[src/rtl/core/siku_pkg.sv]
`timescale 1ns / 1ps
// shared constants, widths and the arctangent table of the swerve kinematics unit
package siku_pkg;

  localparam int CORDIC_STEPS_DEF = 16;
  localparam int NUM_WHEELS       = 4;
  localparam int FW               = 16;  // width of command and register fields
  localparam int XW               = 25;  // wheel vector component, signed
  localparam int RADW             = 50;  // squared magnitude, padded to even
  localparam int ROOTW            = RADW / 2;
  localparam int ZW               = 30;  // angle accumulator, 2^-20 degree
  localparam int AW               = 16;  // wrapped angle, 1/64 degree
  localparam int OAW              = 23;  // unwrapped angle
  localparam int TCW              = 8;   // turn counter
  localparam int ATAN_W           = 27;

  localparam logic signed [ZW-1:0] Z_HALF_TURN = 30'sd188743680;
  localparam logic signed [ZW-1:0] ANG_MAX     = 30'sd11520;
  localparam logic signed [ZW-1:0] ANG_MIN     = -30'sd11520;

  // atan(2^-i) in 2^-20 degree
  function automatic logic [ATAN_W-1:0] atan_entry(input logic [4:0] idx);
    logic [ATAN_W-1:0] v;
    case (idx)
      5'd0:  v = 27'd47185920;
      5'd1:  v = 27'd27855475;
      5'd2:  v = 27'd14718068;
      5'd3:  v = 27'd7471121;
      5'd4:  v = 27'd3750058;
      5'd5:  v = 27'd1876857;
      5'd6:  v = 27'd938658;
      5'd7:  v = 27'd469357;
      5'd8:  v = 27'd234682;
      5'd9:  v = 27'd117342;
      5'd10: v = 27'd58671;
      5'd11: v = 27'd29335;
      5'd12: v = 27'd14668;
      5'd13: v = 27'd7334;
      5'd14: v = 27'd3667;
      5'd15: v = 27'd1833;
      5'd16: v = 27'd917;
      5'd17: v = 27'd458;
      5'd18: v = 27'd229;
      5'd19: v = 27'd115;
      5'd20: v = 27'd57;
      5'd21: v = 27'd29;
      5'd22: v = 27'd14;
      5'd23: v = 27'd7;
      default: v = '0;
    endcase
    return v;
  endfunction

endpackage

[src/rtl/core/siku_sqrt.sv]
`timescale 1ns / 1ps
// digit-serial integer square root, two radicand bits per cycle, saturated result
module siku_sqrt import siku_pkg::*; (
  input  logic            clk,
  input  logic            rst,
  input  logic            start,
  input  logic [RADW-1:0] rad_in,
  output logic            busy,
  output logic [FW-1:0]   speed
);

  localparam int NIT = RADW / 2;
  localparam int CNW = $clog2(NIT + 1);

  logic [RADW-1:0]  rad;
  logic [ROOTW:0]   rem;
  logic [ROOTW-1:0] root;
  logic [CNW-1:0]   cnt;
  logic [ROOTW+2:0] r2;
  logic [ROOTW+2:0] trial;
  logic [ROOTW+2:0] diff;

  always_comb begin
    r2    = {rem, rad[RADW-1 -: 2]};
    trial = {1'b0, root, 2'b01};
    diff  = r2 - trial;
  end

  always_ff @(posedge clk) begin
    if (rst) begin
      busy <= 1'b0;
      cnt  <= '0;
    end else if (start) begin
      busy <= 1'b1;
      cnt  <= CNW'(NIT);
      rad  <= rad_in;
      rem  <= '0;
      root <= '0;
    end else if (busy) begin
      rad <= {rad[RADW-3:0], 2'b00};
      if (r2 >= trial) begin
        rem  <= diff[ROOTW:0];
        root <= {root[ROOTW-2:0], 1'b1};
      end else begin
        rem  <= r2[ROOTW:0];
        root <= {root[ROOTW-2:0], 1'b0};
      end
      cnt <= cnt - 1'b1;
      if (cnt == CNW'(1)) begin
        busy <= 1'b0;
      end
    end
  end

  assign speed = (|root[ROOTW-1:FW]) ? {FW{1'b1}} : root[FW-1:0];

endmodule

[src/rtl/core/siku_cordic.sv]
`timescale 1ns / 1ps
// iterative vectoring cordic, one micro-rotation per cycle, gives -atan2(x, y)
module siku_cordic import siku_pkg::*; #(
  parameter int Steps = CORDIC_STEPS_DEF
) (
  input  logic                 clk,
  input  logic                 rst,
  input  logic                 start,
  input  logic signed [XW-1:0] xin,
  input  logic signed [XW-1:0] yin,
  output logic                 busy,
  output logic signed [AW-1:0] angle
);

  localparam int CW = XW + 19;
  localparam int IW = $clog2(Steps);

  logic signed [CW-1:0] cx;
  logic signed [CW-1:0] cy;
  logic signed [CW-1:0] shx;
  logic signed [CW-1:0] shy;
  logic signed [CW-1:0] xe;
  logic signed [CW-1:0] ye;
  logic signed [ZW-1:0] z;
  logic signed [ZW-1:0] zt;
  logic signed [ZW-1:0] zr;
  logic [IW-1:0]        idx;

  always_comb begin
    xe  = {{(CW-XW-16){xin[XW-1]}}, xin, 16'h0000};
    ye  = {{(CW-XW-16){yin[XW-1]}}, yin, 16'h0000};
    shx = cy >>> idx;
    shy = cx >>> idx;
    zt  = $signed({{(ZW-ATAN_W){1'b0}}, atan_entry(5'(idx))});
    zr  = (-z + 30'sd8192) >>> 14;
    if (zr > ANG_MAX) begin
      angle = AW'(ANG_MAX);
    end else if (zr < ANG_MIN) begin
      angle = AW'(ANG_MIN);
    end else begin
      angle = zr[AW-1:0];
    end
  end

  always_ff @(posedge clk) begin
    if (rst) begin
      busy <= 1'b0;
      idx  <= '0;
    end else if (start) begin
      busy <= 1'b1;
      idx  <= '0;
      if (yin[XW-1]) begin
        // left half plane: fold over and preload a half turn
        cx <= -ye;
        cy <= -xe;
        z  <= xin[XW-1] ? -Z_HALF_TURN : Z_HALF_TURN;
      end else begin
        cx <= ye;
        cy <= xe;
        z  <= '0;
      end
    end else if (busy) begin
      if (!cy[CW-1]) begin
        cx <= cx + shx;
        cy <= cy - shy;
        z  <= z + zt;
      end else begin
        cx <= cx - shx;
        cy <= cy + shy;
        z  <= z - zt;
      end
      idx <= idx + 1'b1;
      if (idx == IW'(Steps - 1)) begin
        busy <= 1'b0;
      end
    end
  end

endmodule

[src/rtl/core/swerve_inverse_kinematics_unwrap_unit.sv]
`timescale 1ns / 1ps
// swerve inverse kinematics top: sequencer, serial multiplier and angle unwrap
// one command in work at a time, in_stall held meanwhile; the shared cordic and
// square root serve the four wheels in turn
// the next command is taken while a finished word still waits at the output
// sync reset restores half_track and half_base to 640 and clears prev and turn
module swerve_inverse_kinematics_unwrap_unit import siku_pkg::*; #(
  parameter int CORDIC_STEPS = CORDIC_STEPS_DEF
) (
  input  logic                  clk,
  input  logic                  rst,
  input  logic                  cfg_we,
  input  logic [0:0]            cfg_index,
  input  logic [FW-1:0]         cfg_data,
  input  logic                  in_valid,
  output logic                  in_stall,
  input  logic signed [FW-1:0]  vel_x,
  input  logic signed [FW-1:0]  vel_y,
  input  logic signed [FW-1:0]  yaw_rate,
  output logic                  out_valid,
  input  logic                  out_stall,
  output logic [FW-1:0]         speed_front_left,
  output logic [FW-1:0]         speed_front_right,
  output logic [FW-1:0]         speed_rear_right,
  output logic [FW-1:0]         speed_rear_left,
  output logic signed [OAW-1:0] angle_front_left,
  output logic signed [OAW-1:0] angle_front_right,
  output logic signed [OAW-1:0] angle_rear_right,
  output logic signed [OAW-1:0] angle_rear_left
);

  localparam logic [0:0] CFG_HALF_TRACK = 1'b0;
  localparam logic [0:0] CFG_HALF_BASE  = 1'b1;
  localparam int PW = 2 * FW + 1;
  localparam int WIW = $clog2(NUM_WHEELS);

  typedef enum logic [2:0] {
    S_IDLE, S_MUL, S_RND, S_SQX, S_SQY, S_START, S_RUN, S_UNW
  } state_t;

  state_t state;
  logic [FW-1:0]         half_track;
  logic [FW-1:0]         half_base;
  logic [FW-1:0]         hts;
  logic [FW-1:0]         hbs;
  logic [3:0]            mcnt;
  logic signed [PW-1:0]  mcand;
  logic signed [PW-1:0]  acc_t;
  logic signed [PW-1:0]  acc_b;
  logic signed [PW-1:0]  rnd_t;
  logic signed [PW-1:0]  rnd_b;
  logic signed [FW-1:0]  vx;
  logic signed [FW-1:0]  vy;
  logic signed [XW-1:0]  t;
  logic signed [XW-1:0]  b;
  logic [WIW-1:0]        wheel;
  logic signed [XW:0]    xsum;
  logic signed [XW:0]    ysum;
  logic signed [XW-1:0]  xw;
  logic signed [XW-1:0]  yw;
  logic signed [XW-1:0]  mop;
  logic signed [RADW-1:0] prod;
  logic [RADW-1:0]       sqx;
  logic [RADW-1:0]       rad;
  logic                  zero;
  logic                  sq_busy;
  logic                  co_busy;
  logic [FW-1:0]         sq_speed;
  logic signed [AW-1:0]  co_angle;
  logic signed [AW-1:0]  ang;
  logic signed [AW:0]    delta;
  logic signed [TCW-1:0] turn_next;
  logic signed [23:0]    total;
  logic signed [AW-1:0]  prev [NUM_WHEELS];
  logic signed [TCW-1:0] turn [NUM_WHEELS];
  logic [FW-1:0]         spd_w [NUM_WHEELS];
  logic signed [OAW-1:0] ang_w [NUM_WHEELS];

  siku_sqrt u_sqrt (
    .clk    (clk),
    .rst    (rst),
    .start  (state == S_START),
    .rad_in (rad),
    .busy   (sq_busy),
    .speed  (sq_speed)
  );

  siku_cordic #(.Steps(CORDIC_STEPS)) u_cordic (
    .clk   (clk),
    .rst   (rst),
    .start (state == S_START),
    .xin   (xw),
    .yin   (yw),
    .busy  (co_busy),
    .angle (co_angle)
  );

  always_comb begin
    // wheel layout: front wheels subtract b, left wheels subtract t
    if (wheel == WIW'(0) || wheel == WIW'(3)) begin
      xsum = (XW+1)'(vx) - (XW+1)'(t);
    end else begin
      xsum = (XW+1)'(vx) + (XW+1)'(t);
    end
    if (wheel == WIW'(0) || wheel == WIW'(1)) begin
      ysum = (XW+1)'(vy) - (XW+1)'(b);
    end else begin
      ysum = (XW+1)'(vy) + (XW+1)'(b);
    end
    xw    = xsum[XW-1:0];
    yw    = ysum[XW-1:0];
    mop   = (state == S_SQX) ? xw : yw;
    prod  = mop * mop;
    rnd_t = (acc_t + PW'(128)) >>> 8;
    rnd_b = (acc_b + PW'(128)) >>> 8;
    ang   = zero ? '0 : co_angle;
    delta = (AW+1)'(ang) - (AW+1)'(prev[wheel]);
    turn_next = turn[wheel];
    if (delta <= -(AW+1)'(11520)) begin
      if (turn[wheel] != TCW'(127)) begin
        turn_next = turn[wheel] + 1'b1;
      end
    end else if (delta >= (AW+1)'(11520)) begin
      if (turn[wheel] != TCW'(128)) begin
        turn_next = turn[wheel] - 1'b1;
      end
    end
    total = 24'(ang) + 24'(turn_next) * 24'sd23040;
  end

  assign in_stall = (state != S_IDLE);

  always_ff @(posedge clk) begin
    if (rst) begin
      state      <= S_IDLE;
      out_valid  <= 1'b0;
      half_track <= 16'd640;
      half_base  <= 16'd640;
      wheel      <= '0;
      mcnt       <= '0;
      for (int i = 0; i < NUM_WHEELS; i++) begin
        prev[i] <= '0;
        turn[i] <= '0;
      end
    end else begin
      if (cfg_we) begin
        case (cfg_index)
          CFG_HALF_TRACK: half_track <= cfg_data;
          CFG_HALF_BASE:  half_base  <= cfg_data;
          default: ;
        endcase
      end
      // the last wheel loads a new word itself when the output frees up
      if (out_valid && !out_stall &&
          !(state == S_UNW && wheel == WIW'(NUM_WHEELS - 1))) begin
        out_valid <= 1'b0;
      end
      case (state)
        S_IDLE: begin
          if (in_valid) begin
            vx    <= vel_x;
            vy    <= vel_y;
            mcand <= PW'(yaw_rate);
            hts   <= half_track;
            hbs   <= half_base;
            acc_t <= '0;
            acc_b <= '0;
            mcnt  <= '0;
            wheel <= '0;
            state <= S_MUL;
          end
        end
        S_MUL: begin
          // shift-add over the spacing bits, both products at once
          if (hts[0]) acc_t <= acc_t + mcand;
          if (hbs[0]) acc_b <= acc_b + mcand;
          hts   <= hts >> 1;
          hbs   <= hbs >> 1;
          mcand <= mcand <<< 1;
          mcnt  <= mcnt + 1'b1;
          if (mcnt == 4'd15) begin
            state <= S_RND;
          end
        end
        S_RND: begin
          t     <= rnd_t[XW-1:0];
          b     <= rnd_b[XW-1:0];
          state <= S_SQX;
        end
        S_SQX: begin
          sqx   <= prod;
          state <= S_SQY;
        end
        S_SQY: begin
          rad   <= sqx + prod;
          zero  <= (xw == '0) && (yw == '0);
          state <= S_START;
        end
        S_START: begin
          state <= S_RUN;
        end
        S_RUN: begin
          if (!sq_busy && !co_busy) begin
            state <= S_UNW;
          end
        end
        S_UNW: begin
          if (wheel != WIW'(NUM_WHEELS - 1)) begin
            prev[wheel]  <= ang;
            turn[wheel]  <= turn_next;
            spd_w[wheel] <= sq_speed;
            ang_w[wheel] <= total[OAW-1:0];
            wheel        <= wheel + 1'b1;
            state        <= S_SQX;
          end else if (!out_valid || !out_stall) begin
            prev[wheel]       <= ang;
            turn[wheel]       <= turn_next;
            speed_front_left  <= spd_w[0];
            speed_front_right <= spd_w[1];
            speed_rear_right  <= spd_w[2];
            speed_rear_left   <= sq_speed;
            angle_front_left  <= ang_w[0];
            angle_front_right <= ang_w[1];
            angle_rear_right  <= ang_w[2];
            angle_rear_left   <= total[OAW-1:0];
            out_valid         <= 1'b1;
            state             <= S_IDLE;
          end
        end
        default: state <= S_IDLE;
      endcase
    end
  end

endmodule

[config.mk]
export PLATFORM = sky130hd
export DESIGN_NAME = swerve_inverse_kinematics_unwrap_unit
export DESIGN_NICKNAME = d
export VERILOG_FILES = /design/src/rtl/core/siku_pkg.sv /design/src/rtl/core/siku_sqrt.sv /design/src/rtl/core/siku_cordic.sv /design/src/rtl/core/swerve_inverse_kinematics_unwrap_unit.sv
export SDC_FILE = /design/constraint.sdc
export NUM_CORES = 2
export LEC_CHECK = 0
export ABC_CLOCK_PERIOD_IN_PS = 38400
export BUFFER_PORTS_ARGS = -buffer_cell sky130_fd_sc_hd__buf_2
export CAP_MARGIN = 20
export CORE_MARGIN = 3
export CORE_UTILIZATION = 60
export DETAILED_ROUTE_END_ITERATION = 10
export GPL_ROUTABILITY_DRIVEN = 0
export GPL_TIMING_DRIVEN = 0
export PLACE_DENSITY = 0.83
export SLEW_MARGIN = 25
export SYNTH_ARGS = -nofsm -noshare
export SYNTH_HDL_FRONTEND = slang
export SYNTH_SLANG_ARGS = --single-unit
[constraint.sdc]
create_clock -name clk -period 38.4 [get_ports clk]
set_input_delay 7.68 -clock clk [delete_from_list [all_inputs] [get_ports clk]]
set_output_delay 7.68 -clock clk [all_outputs]
set_load 0.03 [all_outputs]
==> impl_metrics.xml <==
<?xml version="1.0" encoding="UTF-8"?>
<metrics>
  <group name="floorplanning">
    <metric name="core_footprint" unit="sq um">136300</metric>
    <metric name="initial_utilization" unit="%">60.78</metric>
    <metric name="floorplan.rows" unit="">135</metric>
    <metric name="pin_count" unit="">228</metric>
    <metric name="die_x" unit="um">377.6</metric>
    <metric name="die_outline_area" unit="sq um">142600</metric>
    <metric name="die_h" unit="um">377.6</metric>
  </group>
  <group name="timing">
    <metric name="rsz0062_at_grt" unit="">no</metric>
    <metric name="totalNegativeSetupSlack" unit="ps">0</metric>
    <metric name="timing.slew.headroom" unit="%">18.19</metric>
    <metric name="worst-slew-pin-transition" unit="ps">1227</metric>
    <metric name="finalCritPeriodShare" unit="%">44.68</metric>
    <metric name="clock-skew-final" unit="ps">61.17</metric>
    <metric name="final-setup-viol-count" unit="">0</metric>
    <metric name="finalHoldViolations" unit="">0</metric>
    <metric name="final_period_minus_worst_setup_slack" unit="ps">17160</metric>
    <metric name="finalMaxSlewViolations" unit="">0</metric>
    <metric name="timing.fmax" unit="MHz">58.28</metric>
  </group>
  <group name="placed_design">
    <metric name="detailedPlacementHpwl" unit="um">173500</metric>
    <metric name="placed_cell_area" unit="sq um">87060</metric>
    <metric name="io_buffers" unit="">226</metric>
  </group>
  <group name="setup_path">
    <metric name="reg2reg_setup_slack" unit="ps">21240</metric>
    <metric name="endpoint_kind" unit="">flip-flop</metric>
    <metric name="cp_slowest_stage_delay" unit="ps">720</metric>
    <metric name="criticalPathCategory" unit="">reg2reg</metric>
    <metric name="critical_path.startpoint_type" unit="">flip-flop</metric>
    <metric name="timing.critical_path.arrival" unit="ps">17580</metric>
    <metric name="timing.critical_path.required" unit="ps">38830</metric>
    <metric name="cpMaxStageDelayCell" unit="">sky130_fd_sc_hd__clkbuf_1</metric>
    <metric name="crit_fanout" unit="">10</metric>
  </group>
  <group name="logic_synthesis">
    <metric name="synth.cell_area" unit="sq um">82860</metric>
    <metric name="synth_edf_count" unit="">901</metric>
    <metric name="synthesis.area_per_instance" unit="sq um">10.18</metric>
    <metric name="synth.lib_cells_used.distinct" unit="">99</metric>
    <metric name="ys_dominant_reg_cell" unit="">sky130_fd_sc_hd__edfxtp_1</metric>
    <metric name="syn_inst" unit="">8141</metric>
    <metric name="postSynth.asyncResetShare" unit="%">0</metric>
    <metric name="synthesis.yosys.warnings" unit="">0</metric>
    <metric name="synth.yosys.seq_area_share" unit="%">34.61</metric>
    <metric name="synth-seq-cells" unit="">982</metric>
    <metric name="synth_nets" unit="">9383</metric>
  </group>
  <group name="clock_network">
    <metric name="cts_resizes" unit="">0</metric>
    <metric name="worstSkewPairLatency" unit="ps">760</metric>
    <metric name="h-tree-depth" unit="">3</metric>
    <metric name="ctsLongestPathBuffers" unit="">3</metric>
    <metric name="cts.sink_count" unit="">982</metric>
    <metric name="path_clk_slew" unit="ps">70</metric>
    <metric name="cts_hold_buf" unit="">0</metric>
    <metric name="cts.repair_timing.setup_buffer_count" unit="">0</metric>
    <metric name="root_buffer" unit="">sky130_fd_sc_hd__clkbuf_16</metric>
    <metric name="clock_tree_from_tritoncts" unit="">built</metric>
    <metric name="tritoncts.num_buffers" unit="">102</metric>
  </group>
  <group name="route">
    <metric name="drtIter0Drc" unit="">7201</metric>
    <metric name="finalWirelength" unit="um">226800</metric>
    <metric name="drt_pass1_iterations" unit="">7</metric>
    <metric name="route.detailed.vias_per_inst" unit="">6.321</metric>
    <metric name="route.vias.total" unit="">65740</metric>
    <metric name="postRouteAntennaNets" unit="">0</metric>
    <metric name="remaining_drc_errors" unit="">0</metric>
    <metric name="routed_length_per_instance" unit="um">21.81</metric>
  </group>
  <group name="min_path">
    <metric name="timing.hold.worst.class" unit="">reg2reg</metric>
  </group>
  <group name="layout">
    <metric name="layout.nets" unit="">9773</metric>
    <metric name="area_growth" unit="%">9.483</metric>
    <metric name="share_of_layout_cells_above_drive_strength_1" unit="%">8.461</metric>
    <metric name="stdcell_area" unit="sq um">90710</metric>
  </group>
  <group name="global_route">
    <metric name="grt_antenna_before_repair" unit="">7</metric>
    <metric name="grt_first_pass_wirelength" unit="um">357200</metric>
    <metric name="grt_remaining_overflow" unit="">0</metric>
    <metric name="grt_pass1_vias" unit="">66570</metric>
    <metric name="grt_max_degree" unit="">40</metric>
    <metric name="grt_usage" unit="%">31.80</metric>
  </group>
  <group name="outcome">
    <metric name="run_status" unit="">completed</metric>
  </group>
  <group name="job">
    <metric name="max_cap_viol_count" unit="">0</metric>
  </group>
</metrics>
==> layout make-up <==
cell class | instances | area (sq um)
well taps | 1781 | 2228
clock buffers | 124 | 2739
multi-input cells | 5965 | 49710
plain buffers | 263 | 1120
clock inverters | 65 | 880.8
flip-flops and latches | 982 | 28680
diodes | 3 | 7.507
inverters | 931 | 3495
repair buffers | 286 | 1854
fillers | 9756 | 45600
==> worst paths after layout <==
check	cells past startpoint	start	end
max	55	wheel[0]	rad[49]
min reg2reg	0	ang_w[1][21]	angle_front_right[21]
max reg2reg	55	wheel[0]	rad[49]
min	0	ang_w[1][21]	angle_front_right[21]
==> registers in the layout (all words and copies together), names as in the netlist, 44 cells and up, named ones only <==
name         flops
spd_w           48
sqx             49
u_cordic.cx     44
u_cordic.cy     44
rad             50
u_sqrt.rad      50
prev            64
ang_w           69
==> metal layers <==
layer | global-route usage (%) | part of all wire, % | vias to the layer above
met3 | 8.254 | 11 | 1065
met2 | 51.09 | 46 | 3969
li1 | - | - | 29080
met4 | 18.95 | 7.1 | 6
met1 | 38.74 | 36 | 31620
met5 | 0 | 0.019 | -
==> stage by stage <==
| stage | setup WS (ps) | hold slack (ps) | utilization [%] | cells |
|---|---|---|---|---|
| floorplan | 16820 | 400.3 | - | 8141 |
| finish | 21240 | 413.6 | 66.55 | 10400 |
| global placement | 9773 | 401.0 | 63.25 | 10150 |
| global route | 20470 | 416.4 | 66.54 | 10400 |
| CTS | 21780 | 413.0 | 66.52 | 10400 |
| detailed placement | 21910 | 404.5 | 63.87 | 10210 |
==> cells in the final DEF, fill, tap and decap left out, types with 130 or more instances in the layout <==
| master | Yosys | routed |
|---|---|---|
| sky130_fd_sc_hd__inv_1 | 920 | 920 |
| sky130_fd_sc_hd__edfxtp_1 | 901 | 901 |
| sky130_fd_sc_hd__nand2_1 | 862 | 862 |
| sky130_fd_sc_hd__nor2_1 | 820 | 816 |
| sky130_fd_sc_hd__fa_1 | 636 | 636 |
| sky130_fd_sc_hd__ha_1 | 536 | 536 |
| sky130_fd_sc_hd__a21oi_1 | 471 | 467 |
| sky130_fd_sc_hd__xnor2_1 | 359 | 359 |
| sky130_fd_sc_hd__o21ai_0 | 290 | 289 |
| sky130_fd_sc_hd__buf_2 | 11 | 253 |
| sky130_fd_sc_hd__clkbuf_1 | 202 | 213 |
| sky130_fd_sc_hd__xor2_1 | 211 | 211 |
| sky130_fd_sc_hd__a21o_1 | 204 | 204 |
| sky130_fd_sc_hd__nor3_1 | 134 | 130 |
==> worst max-delay path: cells and delay by family, from the launching register on <==
family          cells  cell delay (ps)
xor+xnor            5             1380
simple gates       11             2330
fa+ha+maj          11             4870
flops               1              460
buf+inv            14             4220
compound gates     14             3520
==> cells in the mapped netlist, types with 30 or more instances <==
library cell               count  area, sq um
sky130_fd_sc_hd__inv_1       920         3453
sky130_fd_sc_hd__o31ai_1      54        405.4
sky130_fd_sc_hd__and3_1       56        350.3
sky130_fd_sc_hd__nor2_1      820         3078
sky130_fd_sc_hd__nand4_1      66        412.9
sky130_fd_sc_hd__a21oi_1     471         2357
sky130_fd_sc_hd__fa_1        636        12730
sky130_fd_sc_hd__or3_1        41        256.5
sky130_fd_sc_hd__a21o_1      204         1531
sky130_fd_sc_hd__xor2_1      211         1848
sky130_fd_sc_hd__a211oi_1     69        518.0
sky130_fd_sc_hd__o21ai_0     290         1451
sky130_fd_sc_hd__mux2_2       30        337.8
sky130_fd_sc_hd__edfxtp_1    901        27060
sky130_fd_sc_hd__dfxtp_1      81         1622
sky130_fd_sc_hd__o21a_1       75        563.0
sky130_fd_sc_hd__mux2i_1      95        950.9
sky130_fd_sc_hd__ha_1        536         6706
sky130_fd_sc_hd__clkbuf_1    202        758.2
sky130_fd_sc_hd__and2_1       52        325.3
sky130_fd_sc_hd__nand2b_1     72        450.4
sky130_fd_sc_hd__nor2b_1      65        406.6
sky130_fd_sc_hd__nand2_1     862         3236
sky130_fd_sc_hd__nor3_1      134        670.6
sky130_fd_sc_hd__xnor2_1     359         3144
sky130_fd_sc_hd__a31oi_1      61        381.6
sky130_fd_sc_hd__nand3_1     112        560.5
sky130_fd_sc_hd__o21bai_1     41        307.8
sky130_fd_sc_hd__buf_1        37        138.9
sky130_fd_sc_hd__mux4_2      127         2860
==> cell families (layout without fill, tap and decap cells) <==
kind of cell | Yosys count | count (layout) | synth area share (%)
other | 0 | 3 | 0
AOI/OAI and AO/OA | 1524 | 1524 | 11.75
muxes | 261 | 261 | 5.293
xor gates and xnor gates | 570 | 570 | 6.025
buffers and inverters | 1194 | 1669 | 5.560
and+or+nand+nor | 2438 | 2438 | 13.30
DFF | 982 | 982 | 34.61
adders and majority gates | 1172 | 1172 | 23.46
Power is left out: the tool's default activity adds up to more than one toggle a clock period on the data nets, which glitch-free logic cannot reach.
